**src/rtl/crls_pkg.sv**
```systemverilog
// shared types and constants for the command retry link supervisor
// no dependencies; imported by command_retry_link_supervisor_top and its testbench
`default_nettype none

package crls_pkg;

    localparam int CFG_IDX_W  = 3;
    localparam int CFG_DATA_W = 16;
    localparam int IN_DATA_W  = 96;
    localparam int OUT_DATA_W = 96;
    localparam int STOP_REPEATS = 3;

    localparam logic [15:0] RST_RETRY_INTERVAL = 16'd100;
    localparam logic [7:0]  RST_MAX_RETRIES    = 8'd3;
    localparam logic [15:0] RST_LINK_TIMEOUT   = 16'd1000;
    localparam logic [15:0] RST_HB_INTERVAL    = 16'd500;
    localparam logic [7:0]  RST_STOP_CODE      = 8'd0;

    typedef enum logic [1:0] {
        EV_TICK = 2'd0,
        EV_SEND = 2'd1,
        EV_RX   = 2'd2,
        EV_NONE = 2'd3
    } t_event;

    typedef enum logic [1:0] {
        RX_TELEMETRY = 2'd0,
        RX_ACK       = 2'd1,
        RX_OTHER     = 2'd2,
        RX_RESERVED  = 2'd3
    } t_rx_kind;

    typedef enum logic [CFG_IDX_W-1:0] {
        CFG_RETRY_INTERVAL = 3'd0,
        CFG_MAX_RETRIES    = 3'd1,
        CFG_LINK_TIMEOUT   = 3'd2,
        CFG_HB_INTERVAL    = 3'd3,
        CFG_STOP_CODE      = 3'd4
    } t_cfg_idx;

    localparam logic TX_KIND_CMD = 1'b0;
    localparam logic TX_KIND_HB  = 1'b1;

    typedef struct packed {
        logic        kind;
        logic [15:0] seq;
        logic [7:0]  code;
        logic [31:0] arg;
        logic [31:0] stamp;
    } t_frame;

    typedef struct packed {
        logic link_up;
        logic telemetry_fresh;
        logic gave_up;
        logic rejected;
    } t_status;

endpackage

`default_nettype wire

```
**src/rtl/command_retry_link_supervisor_top.sv**
```systemverilog
// stop-and-wait command sender with retry, heartbeat and link supervision
// depends on crls_pkg
`default_nettype none

// usage
//  slave stream: one event per transfer (tick, new command, received frame);
//  tuser holds the event kind, tdata the event fields
//  master stream: one to three result transfers per event, tlast on the last;
//  tuser[0] set when the transfer carries a frame to send
//  config channel: register index and data, always ready, written while idle
//  an accepted event is held in the input register, then its results in the result register
//  throughput: one event per cycle when each gives one result and the receiver
//  does not stall; an event with more than one result holds the result register
//  until its last result leaves
//  the result register, not the input register, sets the pace: the input
//  register refills in the cycle the last result of the previous event leaves
//  reset clears all supervisor state and loads the default register values
//  a stalled receiver holds the current result; one more event waits in the
//  input register and then tready drops
module command_retry_link_supervisor_top #(
    parameter int SEQ_BITS = 16
) (
    input  wire logic                                i_clk,
    input  wire logic                                i_rst_n,
    input  wire logic                                i_s_axis_tvalid,
    output logic                                     o_s_axis_tready,
    // now_time[31:0] cmd_code[39:32] cmd_arg[71:40] rx_kind[73:72]
    // rx_header_ok[74] rx_length_ok[75] rx_ack_seq[91:76] rx_accepted[92]
    input  wire logic [crls_pkg::IN_DATA_W-1:0]      i_s_axis_tdata,
    // event kind[1:0]
    input  wire logic [1:0]                          i_s_axis_tuser,
    output logic                                     o_m_axis_tvalid,
    input  wire logic                                i_m_axis_tready,
    // tx_seq[15:0] tx_code[23:16] tx_arg[55:24] tx_stamp[87:56] link_up[88]
    // telemetry_fresh[89] gave_up[90] rejected[91]
    output logic [crls_pkg::OUT_DATA_W-1:0]          o_m_axis_tdata,
    // tx_valid[0] tx_kind[1]
    output logic [1:0]                               o_m_axis_tuser,
    output logic                                     o_m_axis_tlast,
    input  wire logic                                i_cfg_valid,
    output logic                                     o_cfg_ready,
    input  wire logic [crls_pkg::CFG_IDX_W-1:0]      i_cfg_index,
    input  wire logic [crls_pkg::CFG_DATA_W-1:0]     i_cfg_data
);
    import crls_pkg::*;

    localparam int AW = (SEQ_BITS > 16) ? SEQ_BITS : 16;
    localparam logic [AW-1:0] SEQ_MASK = AW'({SEQ_BITS{1'b1}});

    // configuration
    logic [15:0] r_cfg_retry;
    logic [7:0]  r_cfg_max;
    logic [15:0] r_cfg_timeout;
    logic [15:0] r_cfg_hb;
    logic [7:0]  r_cfg_stop;

    // supervisor state
    logic                r_inf_vld,   n_inf_vld;
    logic [7:0]          r_retry_cnt, n_retry_cnt;
    logic [31:0]         r_last_send, n_last_send;
    logic [31:0]         r_last_rx,   n_last_rx;
    logic [31:0]         r_telem,     n_telem;
    logic [31:0]         r_last_hb,   n_last_hb;
    logic [SEQ_BITS-1:0] r_next_seq,  n_next_seq;
    logic [SEQ_BITS-1:0] r_inf_seq,   n_inf_seq;
    logic [7:0]          r_inf_code,  n_inf_code;
    logic [31:0]         r_inf_arg,   n_inf_arg;
    logic [31:0]         r_inf_stamp, n_inf_stamp;

    // input register
    logic                 r_in_vld;
    t_event               r_in_ev;
    logic [IN_DATA_W-1:0] r_in_data;

    // result buffer
    logic        r_out_vld;
    logic [1:0]  r_cnt,  n_cnt;
    logic [1:0]  r_pos;
    logic        r_use_b, n_use_b;
    logic        r_txv,   n_txv;
    t_frame      r_fa,    n_fa;
    t_frame      r_fb,    n_fb;
    t_status     r_stat,  n_stat;

    logic [31:0] w_now;
    logic [7:0]  w_code;
    logic [31:0] w_arg;
    t_rx_kind    w_rx_kind;
    logic        w_hdr_ok;
    logic        w_len_ok;
    logic [15:0] w_ack_seq;
    logic        w_accepted;

    logic        w_out_xfer;
    logic        w_out_last;
    logic        w_buf_free;
    logic        w_proc;
    t_frame      w_frame;

    logic [AW-1:0] w_next_ext;
    logic [AW-1:0] w_inf_ext;
    logic [AW-1:0] w_ack_ext;
    logic          w_resend;
    logic          w_hb;
    logic          w_resend_due;
    logic          w_hb_due;
    t_frame        w_resend_frame;
    t_frame        w_hb_frame;

    assign w_now      = r_in_data[31:0];
    assign w_code     = r_in_data[39:32];
    assign w_arg      = r_in_data[71:40];
    assign w_rx_kind  = t_rx_kind'(r_in_data[73:72]);
    assign w_hdr_ok   = r_in_data[74];
    assign w_len_ok   = r_in_data[75];
    assign w_ack_seq  = r_in_data[91:76];
    assign w_accepted = r_in_data[92];

    assign w_out_last = (r_pos == (r_cnt - 2'd1));
    assign w_out_xfer = r_out_vld && i_m_axis_tready;
    assign w_buf_free = !r_out_vld || (w_out_xfer && w_out_last);
    assign w_proc     = r_in_vld && w_buf_free;

    assign o_s_axis_tready = !r_in_vld || w_proc;
    assign o_cfg_ready     = 1'b1;

    assign w_next_ext = AW'(r_next_seq);
    assign w_inf_ext  = AW'(r_inf_seq);
    assign w_ack_ext  = AW'(w_ack_seq) & SEQ_MASK;

    assign w_resend_due = r_inf_vld && ((w_now - r_last_send) >= {16'd0, r_cfg_retry});
    assign w_hb_due     = (w_now - r_last_hb) >= {16'd0, r_cfg_hb};

    always_comb begin
        w_resend_frame = '{kind: TX_KIND_CMD, seq: w_inf_ext[15:0], code: r_inf_code,
                           arg: r_inf_arg, stamp: r_inf_stamp};
        w_hb_frame     = '{kind: TX_KIND_HB, seq: w_next_ext[15:0], code: 8'd0,
                           arg: 32'd0, stamp: 32'd0};
    end

    always_comb begin
        n_inf_vld   = r_inf_vld;
        n_retry_cnt = r_retry_cnt;
        n_last_send = r_last_send;
        n_last_rx   = r_last_rx;
        n_telem     = r_telem;
        n_last_hb   = r_last_hb;
        n_next_seq  = r_next_seq;
        n_inf_seq   = r_inf_seq;
        n_inf_code  = r_inf_code;
        n_inf_arg   = r_inf_arg;
        n_inf_stamp = r_inf_stamp;
        n_cnt       = 2'd1;
        n_use_b     = 1'b0;
        n_txv       = 1'b0;
        n_fa        = '0;
        n_fb        = '0;
        n_stat      = '0;
        w_resend    = 1'b0;
        w_hb        = 1'b0;
        case (r_in_ev)
            EV_SEND: begin
                n_inf_seq   = r_next_seq;
                n_next_seq  = r_next_seq + SEQ_BITS'(1);
                n_inf_code  = w_code;
                n_inf_arg   = w_arg;
                n_inf_stamp = w_now;
                n_inf_vld   = 1'b1;
                n_retry_cnt = 8'd0;
                n_last_send = w_now;
                n_txv       = 1'b1;
                n_fa        = '{kind: TX_KIND_CMD, seq: w_next_ext[15:0], code: w_code,
                                arg: w_arg, stamp: w_now};
                n_cnt       = (w_code == r_cfg_stop) ? 2'(STOP_REPEATS) : 2'd1;
            end
            EV_TICK: begin
                if (w_resend_due) begin
                    if (r_retry_cnt < r_cfg_max) begin
                        n_retry_cnt = r_retry_cnt + 8'd1;
                        n_last_send = w_now;
                        w_resend    = 1'b1;
                    end else begin
                        n_inf_vld      = 1'b0;
                        n_stat.gave_up = 1'b1;
                    end
                end
                if (w_hb_due) begin
                    n_last_hb  = w_now;
                    n_next_seq = r_next_seq + SEQ_BITS'(1);
                    w_hb       = 1'b1;
                end
                if (w_resend && w_hb) begin
                    n_txv   = 1'b1;
                    n_fa    = w_resend_frame;
                    n_fb    = w_hb_frame;
                    n_cnt   = 2'd2;
                    n_use_b = 1'b1;
                end else if (w_resend) begin
                    n_txv = 1'b1;
                    n_fa  = w_resend_frame;
                end else if (w_hb) begin
                    n_txv = 1'b1;
                    n_fa  = w_hb_frame;
                end
            end
            EV_RX: begin
                if (w_hdr_ok) begin
                    n_last_rx = w_now;
                    if (w_rx_kind == RX_TELEMETRY && w_len_ok) begin
                        n_telem = w_now;
                    end else if (w_rx_kind == RX_ACK && w_len_ok) begin
                        if (r_inf_vld && (w_ack_ext == w_inf_ext)) begin
                            n_inf_vld       = 1'b0;
                            n_stat.rejected = !w_accepted;
                        end
                    end
                end
            end
            default: begin
            end
        endcase
        n_stat.link_up         = (n_last_rx != 32'd0) &&
                                 ((w_now - n_last_rx) < {16'd0, r_cfg_timeout});
        n_stat.telemetry_fresh = (n_telem != 32'd0) &&
                                 ((w_now - n_telem) < {16'd0, r_cfg_timeout});
    end

    // config writes
    always_ff @(posedge i_clk) begin
        if (!i_rst_n) begin
            r_cfg_retry   <= RST_RETRY_INTERVAL;
            r_cfg_max     <= RST_MAX_RETRIES;
            r_cfg_timeout <= RST_LINK_TIMEOUT;
            r_cfg_hb      <= RST_HB_INTERVAL;
            r_cfg_stop    <= RST_STOP_CODE;
        end else if (i_cfg_valid) begin
            case (i_cfg_index)
                CFG_RETRY_INTERVAL: r_cfg_retry   <= i_cfg_data;
                CFG_MAX_RETRIES:    r_cfg_max     <= i_cfg_data[7:0];
                CFG_LINK_TIMEOUT:   r_cfg_timeout <= i_cfg_data;
                CFG_HB_INTERVAL:    r_cfg_hb      <= i_cfg_data;
                CFG_STOP_CODE:      r_cfg_stop    <= i_cfg_data[7:0];
                default: begin
                end
            endcase
        end
    end

    // supervisor state
    always_ff @(posedge i_clk) begin
        if (!i_rst_n) begin
            r_inf_vld   <= 1'b0;
            r_retry_cnt <= '0;
            r_last_send <= '0;
            r_last_rx   <= '0;
            r_telem     <= '0;
            r_last_hb   <= '0;
            r_next_seq  <= '0;
            r_inf_seq   <= '0;
            r_inf_code  <= '0;
            r_inf_arg   <= '0;
            r_inf_stamp <= '0;
        end else if (w_proc) begin
            r_inf_vld   <= n_inf_vld;
            r_retry_cnt <= n_retry_cnt;
            r_last_send <= n_last_send;
            r_last_rx   <= n_last_rx;
            r_telem     <= n_telem;
            r_last_hb   <= n_last_hb;
            r_next_seq  <= n_next_seq;
            r_inf_seq   <= n_inf_seq;
            r_inf_code  <= n_inf_code;
            r_inf_arg   <= n_inf_arg;
            r_inf_stamp <= n_inf_stamp;
        end
    end

    // input register
    always_ff @(posedge i_clk) begin
        if (!i_rst_n) begin
            r_in_vld <= 1'b0;
        end else if (i_s_axis_tvalid && o_s_axis_tready) begin
            r_in_vld <= 1'b1;
        end else if (w_proc) begin
            r_in_vld <= 1'b0;
        end
    end

    always_ff @(posedge i_clk) begin
        if (i_s_axis_tvalid && o_s_axis_tready) begin
            r_in_ev   <= t_event'(i_s_axis_tuser);
            r_in_data <= i_s_axis_tdata;
        end
    end

    // result buffer
    always_ff @(posedge i_clk) begin
        if (!i_rst_n) begin
            r_out_vld <= 1'b0;
            r_pos     <= '0;
            r_cnt     <= 2'd1;
        end else if (w_proc) begin
            r_out_vld <= 1'b1;
            r_pos     <= '0;
            r_cnt     <= n_cnt;
        end else if (w_out_xfer) begin
            if (w_out_last) begin
                r_out_vld <= 1'b0;
            end else begin
                r_pos <= r_pos + 2'd1;
            end
        end
    end

    always_ff @(posedge i_clk) begin
        if (w_proc) begin
            r_use_b <= n_use_b;
            r_txv   <= n_txv;
            r_fa    <= n_fa;
            r_fb    <= n_fb;
            r_stat  <= n_stat;
        end
    end

    assign w_frame = ((r_pos != 2'd0) && r_use_b) ? r_fb : r_fa;

    assign o_m_axis_tvalid = r_out_vld;
    assign o_m_axis_tlast  = w_out_last;
    assign o_m_axis_tuser  = {w_frame.kind, r_txv};
    assign o_m_axis_tdata  = {4'd0, r_stat.rejected, r_stat.gave_up,
                              r_stat.telemetry_fresh, r_stat.link_up,
                              w_frame.stamp, w_frame.arg, w_frame.code, w_frame.seq};

    // checks
    a_pos_in_range: assert property (@(posedge i_clk) disable iff (!i_rst_n)
        r_out_vld |-> (r_pos < r_cnt))
        else $error("result position beyond result count");

    a_status_exclusive: assert property (@(posedge i_clk) disable iff (!i_rst_n)
        r_out_vld |-> !(r_stat.gave_up && r_stat.rejected))
        else $error("gave_up and rejected raised together");

    a_idle_item_single: assert property (@(posedge i_clk) disable iff (!i_rst_n)
        (r_out_vld && !r_txv) |-> o_m_axis_tlast)
        else $error("status-only result not marked last");

    a_reset_empty: assert property (@(posedge i_clk)
        !i_rst_n |=> (!r_out_vld && !r_in_vld))
        else $error("buffers not empty after reset");

endmodule

`default_nettype wire

```
**config.mk**
```make
export PLATFORM = sky130hd
export DESIGN_NAME = command_retry_link_supervisor_top
export DESIGN_NICKNAME = d
export VERILOG_FILES = /design/src/rtl/crls_pkg.sv /design/src/rtl/command_retry_link_supervisor_top.sv
export SDC_FILE = /design/constraint.sdc
export NUM_CORES = 1
export LEC_CHECK = 0
export CAP_MARGIN = 20
export CORE_MARGIN = 5
export CORE_UTILIZATION = 30
export DETAILED_ROUTE_END_ITERATION = 10
export DONT_BUFFER_PORTS = 1
export SLEW_MARGIN = 20
export SYNTH_ARGS = -nofsm -noshare
export SYNTH_HDL_FRONTEND = slang
export SYNTH_SLANG_ARGS = --single-unit
```
**constraint.sdc**
```tcl
create_clock -name i_clk -period 6.44 [get_ports i_clk]
set_input_delay 0.322 -clock i_clk [delete_from_list [all_inputs] [get_ports i_clk]]
set_output_delay 0.322 -clock i_clk [all_outputs]
set_load 0.01 [all_outputs]
```
## Word level (Yosys, flattened, before mapping)

Index checks and enable logic that the tools add are counted.

- Bits in registers: 590
- Input bits: 122
- Output and inout port bits: 102
- Word-level logic and storage cells: 164

- Add/subtract/negate cells: 8
- $lt $le $gt $ge: 5
- Equality and inequality tests: 18
- Multiplexer cells: 45
- Bitwise logic cells: 6
- Reduce and logical (&&, ||, !) cells: 44

Operators with widths:

| kind | number |
|---|---|
| 89-bit two-way mux | 5 |
| 32-bit two-way mux | 7 |
| 89-bit case mux with 2 select lines | 1 |
| 32-bit subtractor | 4 |
| 32-bit by 16-bit greater-or-equal comparator with 1-bit output | 2 |
| 32-bit by 16-bit less-than comparator with 1-bit output | 2 |
| 32-bit case mux with 2 select lines | 1 |
| 32-bit nonzero test | 2 |
| 16-bit case mux with 2 select lines | 1 |
| 1-bit two-way mux | 21 |
| 2-bit AND reduction | 10 |
| 16-bit by 1-bit adder with 16-bit output (second input constant) | 1 |
| 16-bit equality test | 1 |
| 16-bit two-way mux | 1 |
| 8-bit two-way mux | 2 |
| 2-bit inequality test (second input constant) | 8 |
| 8-bit case mux with 2 select lines | 1 |
| 1-bit logical AND | 12 |
| 2-bit nonzero test | 5 |
| 8-bit by 1-bit adder with 8-bit output (second input constant) | 1 |
| 8-bit equality test | 1 |
| 8-bit less-than comparator | 1 |
| 8-bit AND reduction | 1 |
| 3-bit by 2-bit equality test with 1-bit output (second input constant) | 2 |
| 21 further kinds | 33 |

## Depth between registers and ports, before layout

Gate-level depths: netlist of run 1.

- Depth in word-level cells: 8
- Depth in mapped cells: 26
- Mapped depth without buffers: 25

## Least setup slack after synthesis of run 1

Ideal clock, no wire load.

- Kind: reg-to-reg
- Start point: reg r_in_ev[0]
- End point: reg r_stat (netlist bit o_m_axis_tdata[89]) (data pin)
- Library setup time: 0.174 ns
- Arrival time: 5.598 ns
- Setup slack: 0.668 ns
- Cell stages (with the launch flop): 27
- Path buffers: 2
- Path through: edfxtp_1 -> nand3b_1 -> nor4b_1 -> clkbuf_1 -> clkbuf_1 -> mux2i_1 -> ha_1 -> nor2b_1 -> o21a_1 -> o21ai_0 -> a32o_1 -> o31a_1 -> o21bai_1 -> a21oi_1 -> xnor2_1 -> ha_1 -> a21oi_1 -> nor2b_1 -> o21ai_0 -> nand3_1 -> nor4_1 -> o211ai_1 -> a21oi_1 -> nand4_1 -> nor4b_1 -> nand3_1 -> a311oi_1

RTL lines:

| what | RTL line | source |
|---|---|---|
| start: declaration | command_retry_link_supervisor_top.sv:72 | `t_event r_in_ev;` |
| start signal: assignment | command_retry_link_supervisor_top.sv:291 | `r_in_ev <= t_event'(i_s_axis_tuser);` |
| end signal: assignment | command_retry_link_supervisor_top.sv:321 | `r_stat <= n_stat;` |
| end: declaration | command_retry_link_supervisor_top.sv:83 | `t_status r_stat, n_stat;` |

==> results.ini, run 1 <==
[power]
comb_power_share=0.172
intPower_w=0.00634
p_clk_frac=0.416
p_leak_nw=12.8
swShare=0.282
pwr-share-seq=0.412
switchingPower_w=0.00249
power_density_nw_per_um2=259
vdd_drop_max_mv=0.218

[critical_path]
worst-path-max-fanout=16
crit_path_start_kind=flip-flop
cp_common_cell=a21oi_1
path_class=flip-flop to flip-flop
cp.required_ps=6870
cp_slowest_cell=edfxtp_1
cp-end-kind=flip-flop
path_delay_family=compound AO/OA/AOI/OAI gates
cp.arrival_ps=6350
path_buf_inv=1
cpPeakStageDelay_ps=370

[timing]
setup_viol=0
fmax_mhz=169
skew_ps=33.6
max_slew_margin=0.229
worst_pin_slew_ps=1160
fin_crit_ps=5920
fin_ws_ps=519
finalCritPeriodShare=0.919
fin_setup_tns_ps=0
rsz0062_at_grt=false
finalHoldViolCount=0
slew_violations=0

[die]
die_h_um=322
start_util=0.303
num_rows=114
die_x_um=322
core_um2=96700
dieArea_um2=104000
pin_count=224

[grt]
grt_pass1_vias=22700
grt_util_all_layers=0.172
overflow=0
grt_max_degree=122
antenna_found_initial=6
grt_first_pass_wirelength_um=140000

[logic_synthesis]
synthCells=3182
ys_seq_elements=517
synth-main-ff-cell=dfxtp_1
synth.most_common_cell=nand2_1
yosys.area.top_type_share=0.213
synth.distinct_cells=96
synth_common_cells=415 x nand2_1, 311 x dfxtp_1, 286 x a21oi_1, 234 x nor2_1, 206 x edfxtp_1
ys_warn_count=0
synthArstFlopShare=0
avgSynthCellArea_um2=9.20
synthTopCellsByArea=dfxtp_1 21%, edfxtp_1 21%, ha_1 8.4%
synth_edf_count=206
syn_area_um2=29300
synth_largest_area_cell=dfxtp_1
yosysSeqAreaShare=0.424

[place]
place_ws_ps=419
hpwl_um=65600
place_inst=4361
place_congestion=0.907
place_area_um2=30700
numPortBuffers=0

[clock_tree]
cts.sinks=517
clk_latency_ps=650
post_cts_buffers=0
cts_htree_levels=2
numCtsBuffers=60
path_clk_slew_ps=60
cts_tree=built
root_buffer=clkbuf_16
clockBufferDepth=3

[detailed_routing]
drc=0
drt-vias-per-instance=5.24
drt_iter0_markers=1824
dr.pass1.iters=5
wl_um=94100
antenna_left=0
via_count=24100
routedWlPerCell_um=20.5

[run_status]
status=complete, no violations

[hold_path]
worstHoldPathType=input port to flip-flop

[final_layout]
final_cells=4599
drive_above_1_share=0.0648
design_area_um2=34100
fillers=9762
syn_to_final_growth_pct=16.5
nNetsFinal=3590

[flow_run]
maxCapViolCount=0

layer usage:
| metal | track usage | wire (um) | vias up |
|---|---|---|---|
| met5 | 0 | 29 | - |
| met3 | 0.0262 | 5230 | 156 |
| met4 | 0.0587 | 3510 | 4 |
| met1 | 0.226 | 41300 | 11600 |
| li1 | - | - | 11700 |
| met2 | 0.290 | 44100 | 668 |
worst reg2reg max path, delay by kind of cell (launching register included):
kind,cells,cell delay (ps)
AOI/OAI and AO/OA,11,2240
xor gates and xnor gates,1,140
adders and majority gates,2,540
buffers and inverters,1,290
DFF,1,370
muxes,1,360
and+or+nand+nor,9,1830
power by group through the flow:
stage	clock network [W]	registers, W	logic (W)
detailed placement	0	0.00371	0.00142
global placement	0	0.00371	0.00141
floorplan	0	0.00368	0.00106
finish	0.00367	0.00364	0.00152
CTS	0.00375	0.00364	0.00152
global route	0.00387	0.00365	0.00168
cell usage in the layout (no fill, tap or decap), drive strengths merged, types with 19 or more instances in the layout:
cell	synthesis	routed
xor2	38	38
ha	196	196
xnor2	64	64
clkinv	1	19
clkbuf	124	80
a22o	70	70
a211oi	79	79
nor3	36	36
o21ai	102	102
a21o	68	68
nand3	52	52
nand2b	25	25
nor4	38	38
dlygate4sd3	0	120
mux2	19	19
nand2	415	415
mux2i	142	142
o21a	36	36
buf	36	61
inv	166	167
nand4	39	39
edfxtp	206	206
o211ai	33	33
and2	108	108
dfxtp	311	311
a21oi	288	288
nor2	235	235
sequential cells by signal, indices dropped and copies added (netlist names), 4 cells and up:
register / count
r_telem: 32
r_cfg_timeout: 16
r_inf_arg: 32
r_last_hb: 32
r_retry_cnt: 8
r_cfg_max: 8
r_last_rx: 32
r_cfg_hb: 16
r_last_send: 32
r_cfg_stop: 8
r_fb: 16
r_inf_code: 8
r_inf_seq: 16
r_inf_stamp: 32
r_in_data: 93
o_m_axis_tdata: 4
r_fa: 89
r_cfg_retry: 16
r_next_seq: 16
final timing paths:
path,to,startpoint,cells past startpoint,slack [ps]
worst max-delay path,o_m_axis_tdata[89]$_DFFE_PP_,r_in_ev[0]$_DFFE_PP_,25,520
worst min-delay path,r_next_seq[4]$_SDFFE_PN0P_,i_rst_n,2,60
worst max register to register,o_m_axis_tdata[89]$_DFFE_PP_,r_in_ev[0]$_DFFE_PP_,25,520
worst min register to register,r_inf_stamp[2]$_SDFFE_PN0P_,r_inf_stamp[2]$_SDFFE_PN0P_,2,450
final cells by class:
cell class                 instances  area [um^2]  area share
multi-input combinational       2341        15600       0.457
sequential                       517        12400       0.364
timing repair buffer             181         1690      0.0496
clock buffer                      80         1670      0.0490
tap                             1276         1600      0.0468
inverter                         167          642      0.0188
clock inverter                    33          485      0.0142
antenna                            4         10.0    0.000294
cells by family after synthesis:
| kind of cell | Yosys count | share of synthesized area |
|---|---|---|
| flip-flops | 517 | 0.424 |
| AND/OR/NAND/NOR | 1037 | 0.166 |
| buffers and inverters | 327 | 0.0454 |
| other | 2 | 0.000257 |
| multiplexers | 161 | 0.0559 |
| AO/OA/AOI/OAI | 836 | 0.191 |
| adder cells (fa/ha/maj) | 200 | 0.0865 |
| XOR/XNOR | 102 | 0.0305 |
through the flow:
step / total power (W) / utilization / hold slack, ps
finish: 0.00884 / 0.353 / 55.4
global route: 0.00920 / 0.353 / 105
CTS: 0.00890 / 0.352 / 59.9
detailed placement: 0.00513 / 0.317 / 418
global placement: 0.00512 / 0.317 / 415
floorplan: 0.00474 / - / 421
what timing repair did:
action | CTS | global route
setup endpoints to repair | 0 | 1
hold buffers | 121 | 0
hold endpoints to repair | 175 | 0
gates resized for setup | 0 | 3
(Power assumes the default switching activity.)
==> run 2: changes to the inputs <==
--- a/config.mk
+++ b/config.mk
@@ -10,6 +10,7 @@
 export CORE_UTILIZATION = 30
 export DETAILED_ROUTE_END_ITERATION = 10
 export DONT_BUFFER_PORTS = 1
+export MAX_ROUTING_LAYER = met4
 export SLEW_MARGIN = 20
 export SYNTH_ARGS = -nofsm -noshare
 export SYNTH_HDL_FRONTEND = slang
==> results.ini, run 2 (synthesis results as in run 1) <==
[clock_tree]
cts_htree_levels=2  ; unchanged
numCtsBuffers=60  ; unchanged
cts_tree=built
cts.sinks=517  ; unchanged
clockBufferDepth=3  ; unchanged
root_buffer=clkbuf_16
path_clk_slew_ps=60  ; about the same
clk_latency_ps=640  ; about the same
post_cts_buffers=0  ; unchanged

[grt]
grt_max_degree=163  ; +34%
overflow=0  ; unchanged
grt_first_pass_wirelength_um=139000  ; -0.58%
grt_util_all_layers=0.177  ; +0.00516
grt_pass1_vias=22800  ; +0.52%
antenna_found_initial=19  ; +13

[critical_path]
cp.arrival_ps=6330  ; -20 ps
cp-end-kind=flip-flop
path_buf_inv=1  ; unchanged
crit_path_start_kind=flip-flop
worst-path-max-fanout=16  ; unchanged
cpPeakStageDelay_ps=390  ; +20 ps
cp.required_ps=6870  ; about the same
path_class=flip-flop to flip-flop
path_delay_family=compound AO/OA/AOI/OAI gates
cp_slowest_cell=nor4b_2
cp_common_cell=a21oi_1

[detailed_routing]
routedWlPerCell_um=20.4  ; -0.45%
drt-vias-per-instance=5.19  ; -0.95%
drc=0  ; unchanged
antenna_left=0  ; unchanged
via_count=23900  ; -0.72%
dr.pass1.iters=5  ; unchanged
drt_iter0_markers=1755  ; -3.8%
wl_um=93900  ; -0.22%

[timing]
finalHoldViolCount=0  ; unchanged
skew_ps=19.5  ; -14.1 ps
finalCritPeriodShare=0.915  ; -0.00426
fin_crit_ps=5890  ; -27.4 ps
fmax_mhz=170  ; +0.47%
slew_violations=0  ; unchanged
max_slew_margin=0.218  ; -0.0111
setup_viol=0  ; unchanged
worst_pin_slew_ps=1170  ; +16.7 ps

[final_layout]
largest_reg_flops=93  ; unchanged
drive_above_1_share=0.0633  ; -0.00147
regMostFlops=r_in_data
final_core_util=0.351  ; -0.00122
syn_to_final_growth_pct=16.1
nNetsFinal=3588  ; -0.056%
final_common_cell=nand2_1
reg_top3=r_in_data x93, r_fa x89
final_cell_mix=414 x nand2_1, 311 x dfxtp_1, 286 x a21oi_1, 234 x nor2_1, 206 x edfxtp_1

[die]
pin_count=224  ; unchanged
die_x_um=322  ; unchanged
dieArea_um2=104000  ; unchanged
start_util=0.303  ; unchanged
core_um2=96700  ; unchanged
die_h_um=322  ; unchanged
num_rows=114  ; unchanged

[run_status]
status=complete, no violations

[power]
power_density_nw_per_um2=255  ; -1.7%
p_leak_nw=12.8  ; -0.34%
vdd_drop_max_mv=0.199  ; -8.8%
power_w=0.00866  ; -2.0%

[flow_run]
maxCapViolCount=0  ; unchanged

[place]
numPortBuffers=0  ; unchanged
place_congestion=0.936  ; +3.2%
hpwl_um=65600  ; about the same

[hold_path]
worstHoldPathType=input port to flip-flop

run 2: cell types whose count changed in the layout (fill, tap and decap cells not counted), moves of 2 or more:
cell           previous run  this run
dlygate4sd3_1           120       118
clkbuf_1                 13        16
clkinv_2                  9        11
clkbuf_8                  5         8
bufinv_16                 9         5
clkinvlp_4                5         2
inv_4                     0         2
clkinv_4                  5         2
diode_2                   4        17
run 2: power breakdown:
group / internal, W / switching, W
Combinational: 0.000600 / 0.000917
Sequential: 0.00354 / 0.0000966
Clock: 0.00206 / 0.00144
run 2: cell type report:
class / count / area, um^2
fill: 9818 / 62700
multi-input combinational: 2341 / 15600
sequential: 517 / 12400
clock buffer: 86 / 1720
timing repair buffer: 179 / 1670
tap: 1276 / 1600
inverter: 167 / 642
clock inverter: 27 / 313
antenna: 17 / 42.5
run 2: final timing paths:
path / start / end / slack (ps) / depth (start not counted)
worst max-delay path: r_in_ev[0]$_DFFE_PP_ / o_m_axis_tdata[89]$_DFFE_PP_ / 550 / 25
worst min-delay path: i_rst_n / r_last_send[0]$_SDFFE_PN0P_ / 50 / 2
worst max register to register: r_in_ev[0]$_DFFE_PP_ / o_m_axis_tdata[89]$_DFFE_PP_ / 550 / 25
worst min register to register: r_inf_stamp[8]$_SDFFE_PN0P_ / r_inf_stamp[8]$_SDFFE_PN0P_ / 450 / 2
run 2: repair_timing:
item,in CTS,in global routing
hold endpoints to repair,175,0
setup endpoints to repair,0,1
gates resized for setup,0,2
hold buffers,119,0
run 2: layer usage:
| metal | track usage | vias up | share of wire | wire, um |
|---|---|---|---|---|
| met5 | - | - | 0 | 0 |
| met4 | 0.0794 | 0 | 0.049 | 4570 |
| met3 | 0.0424 | 196 | 0.073 | 6820 |
| met2 | 0.280 | 716 | 0.46 | 43000 |
| met1 | 0.216 | 11300 | 0.42 | 39600 |
| li1 | - | 11700 | - | - |
run 2: metrics by stage:
stage	cell area, um^2	std cells	TNS, ps	hold WS (ps)	worst slack, ps
after floorplan	29300	3185	0	421	668
after global placement	30700	4361	0	414	528
after detailed placement	30700	4361	0	418	495
after CTS	33900	4593	0	84.5	406
after global routing	34000	4610	-2.67	131	-2.67
final	34000	4610	0	50.6	546
run 2: worst reg2reg max path, delay by kind of cell (launching register included):
family / cells / cell delay, ps
fa+ha+maj: 2 / 540
buf+inv: 1 / 290
compound gates: 11 / 2120
xor+xnor: 1 / 140
mux: 1 / 360
flops: 1 / 380
simple gates: 9 / 1870
==> run 3: changes to the inputs <==
--- a/config.mk
+++ b/config.mk
@@ -7,7 +7,7 @@
 export LEC_CHECK = 0
 export CAP_MARGIN = 20
 export CORE_MARGIN = 5
-export CORE_UTILIZATION = 30
+export CORE_UTILIZATION = 32
 export DETAILED_ROUTE_END_ITERATION = 10
 export DONT_BUFFER_PORTS = 1
 export MAX_ROUTING_LAYER = met4
==> results.ini, run 3 (synthesis results as in run 1) <==
[run_status]
status=complete, no violations

[grt]
grt_max_degree=161  ; -1.2%
grt_first_pass_wirelength_um=135000  ; -3.0%
antenna_found_initial=10  ; -9
overflow=0  ; unchanged
grt_pass1_vias=22500  ; -1.5%
grt_util_all_layers=0.179  ; +0.00228

[final_layout]
drive_above_1_share=0.0628  ; -0.000489
nNetsFinal=3585  ; -0.084%
final_core_util=0.370  ; +0.0191
syn_to_final_growth_pct=15.5
design_area_um2=33800  ; -0.53%
reg_top3=r_in_data x93, r_fa x89
final_common_cell=nand2_1
regArea_um2=12400  ; unchanged
multi_input_area_um2=15600  ; about the same
final_cells=4503  ; -2.3%
regMostFlops=r_in_data
final_cell_mix=414 x nand2_1, 311 x dfxtp_1, 286 x a21oi_1, 234 x nor2_1, 206 x edfxtp_1
largest_reg_flops=93  ; unchanged
fillers=9152  ; -6.8%

[timing]
fmax_mhz=170  ; +0.13%
slew_violations=0  ; unchanged
worst_pin_slew_ps=1010  ; -158 ps
fin_setup_tns_ps=0  ; unchanged
finalHoldViolCount=0  ; unchanged
finalCritPeriodShare=0.914  ; -0.00121
setup_viol=0  ; unchanged
skew_ps=53.2  ; +33.7 ps
rsz0062_at_grt=false
fin_crit_ps=5890  ; -7.78 ps
max_slew_margin=0.323  ; +0.105

[detailed_routing]
drc=0  ; unchanged
dr.pass1.iters=5  ; unchanged
via_count=23800  ; -0.42%
wl_um=89900  ; -4.3%
routedWlPerCell_um=20.0  ; -2.0%
antenna_left=0  ; unchanged
drt-vias-per-instance=5.29  ; +1.9%
drt_iter0_markers=1897  ; +8.1%

[hold_path]
hold_start=i_cfg_index[0]
worstHoldPathType=input port to flip-flop
whs_endpoint=r_cfg_timeout[6]$_SDFFE_PN1P_
hold_path_depth=3  ; +1

[power]
power_w=0.00856  ; -1.2%
p_leak_nw=12.7  ; -0.18%
power_density_nw_per_um2=253  ; -0.65%
vdd_drop_max_mv=0.205  ; +2.9%

[critical_path]
reg2reg_from=r_in_ev[0]$_DFFE_PP_
path_class=flip-flop to flip-flop
r2r_end=o_m_axis_tdata[89]$_DFFE_PP_
crit_path_start_kind=flip-flop
path_buf_inv=2  ; +1
path_delay_family=compound AO/OA/AOI/OAI gates
cp_common_cell=a21oi_1
cp_slowest_cell=edfxtp_1
worst-path-max-fanout=16  ; unchanged
reg2reg_slack_ps=550  ; about the same
cp.arrival_ps=6310  ; -20 ps
cp-end-kind=flip-flop
cp.required_ps=6870  ; about the same
ff2ff_path_depth=26  ; +4.0%
cpPeakStageDelay_ps=370  ; -20 ps

[clock_tree]
cts_htree_levels=2  ; unchanged
numCtsBuffers=56  ; -6.7%
path_clk_slew_ps=60  ; about the same
root_buffer=clkbuf_16
cts_tree=built
cts.sinks=517  ; unchanged
clk_latency_ps=660  ; +20 ps
clockBufferDepth=3  ; unchanged

[die]
die_x_um=312  ; -3.1%
core_um2=91200  ; -5.6%
die_h_um=312  ; -3.1%
num_rows=111  ; -2.6%
dieArea_um2=97600  ; -6.1%
pin_count=224  ; unchanged
start_util=0.321  ; +0.0181

[place]
place_area_um2=30600  ; -0.33%
place_inst=4271  ; -2.1%
hpwl_um=62900  ; -4.1%
numPortBuffers=0  ; unchanged
place_congestion=0.888  ; -5.2%

[flow_run]
maxCapViolCount=0  ; unchanged

[run 3: cell count changes in the layout (fill, tap and decap cells not counted), moves of 2 or more]
cell	change
clkbuf_1	-4
clkbuf_16	-5
clkbuf_8	+3
clkinv_2	-4
clkinv_4	-2
diode_2	-11
[run 3: stage by stage]
| stage | worst slack [ps] | hold slack, ps |
|---|---|---|
| 6_report | 554 | 95.2 |
| 2_1_floorplan | 668 | 421 |
| 5_1_grt | 74.0 | 99.2 |
| 3_3_place_gp | 178 | 416 |
| 3_5_place_dp | 175 | 421 |
| 4_1_cts | 79.1 | 55.6 |
[run 3: worst max path at each step]
| stage | start | end | slack, ps | cells after the start |
|---|---|---|---|---|
| final | r_in_ev[0]$_DFFE_PP_ | o_m_axis_tdata[89]$_DFFE_PP_ | 550 | 26 |
| after global routing | r_in_ev[0]$_DFFE_PP_ | o_m_axis_tdata[89]$_DFFE_PP_ | 70 | 26 |
| after CTS | r_in_ev[0]$_DFFE_PP_ | o_m_axis_tdata[89]$_DFFE_PP_ | 80 | 25 |
| after detailed placement | r_in_ev[0]$_DFFE_PP_ | o_m_axis_tdata[89]$_DFFE_PP_ | 170 | 25 |
| after global placement | r_in_ev[0]$_DFFE_PP_ | o_m_axis_tdata[89]$_DFFE_PP_ | 180 | 25 |
| after floorplan | r_in_ev[0]$_DFFE_PP_ | o_m_axis_tdata[89]$_DFFE_PP_ | 670 | 26 |
[run 3: worst reg2reg max path, stage by stage, from the launching register on]
cell	delay, ps
edfxtp_1	370
nand3b_1	170
buf_4	170
nor4b_4	370
buf_6	290
mux2i_2	330
ha_1	270
nor2b_1	120
o21a_1	170
o21ai_0	260
a32o_1	320
o31a_1	270
o21bai_1	80
a21oi_1	170
xnor2_1	150
ha_1	260
a21oi_1	130
nor2b_1	60
o21ai_0	190
nand3_1	110
nor4_1	280
o211ai_1	130
a21oi_1	160
nand4_1	140
nor4b_2	310
nand3_1	110
a311oi_1	300
[run 3: power breakdown]
part | switching (W) | internal [W] | leakage, nW | total [W]
clock network | 0.00143 | 0.00198 | 0.954 | 0.00341
logic | 0.000918 | 0.000604 | 7.30 | 0.00152
registers | 0.0000872 | 0.00354 | 4.48 | 0.00363
[run 3: layer usage]
metal / up-vias / track usage / share of wire / wire length, um
met1: 11400 / 0.229 / 0.45 / 40100
met2: 634 / 0.294 / 0.47 / 42100
li1: 11700 / - / - / -
met3: 144 / 0.0298 / 0.055 / 4950
met5: - / - / 0 / 0
met4: 0 / 0.0524 / 0.031 / 2750
[run 3: repair_timing]
action                                 CTS  global route
endpoints found under the hold margin  175             0
resized for setup                        0             4
setup endpoints to repair                0             1
buffers inserted                         0             1
hold buffers                           119             0
[run 3: cell type report]
| class | count | share of cell area |
|---|---|---|
| timing repair buffer | 180 | 0.0499 |
| clock buffer | 81 | 0.0482 |
| multi-input combinational | 2341 | 0.461 |
| inverter | 167 | 0.0190 |
| tap | 1186 | 0.0439 |
| sequential | 517 | 0.367 |
| antenna | 6 | 0.000444 |
| clock inverter | 25 | 0.00974 |
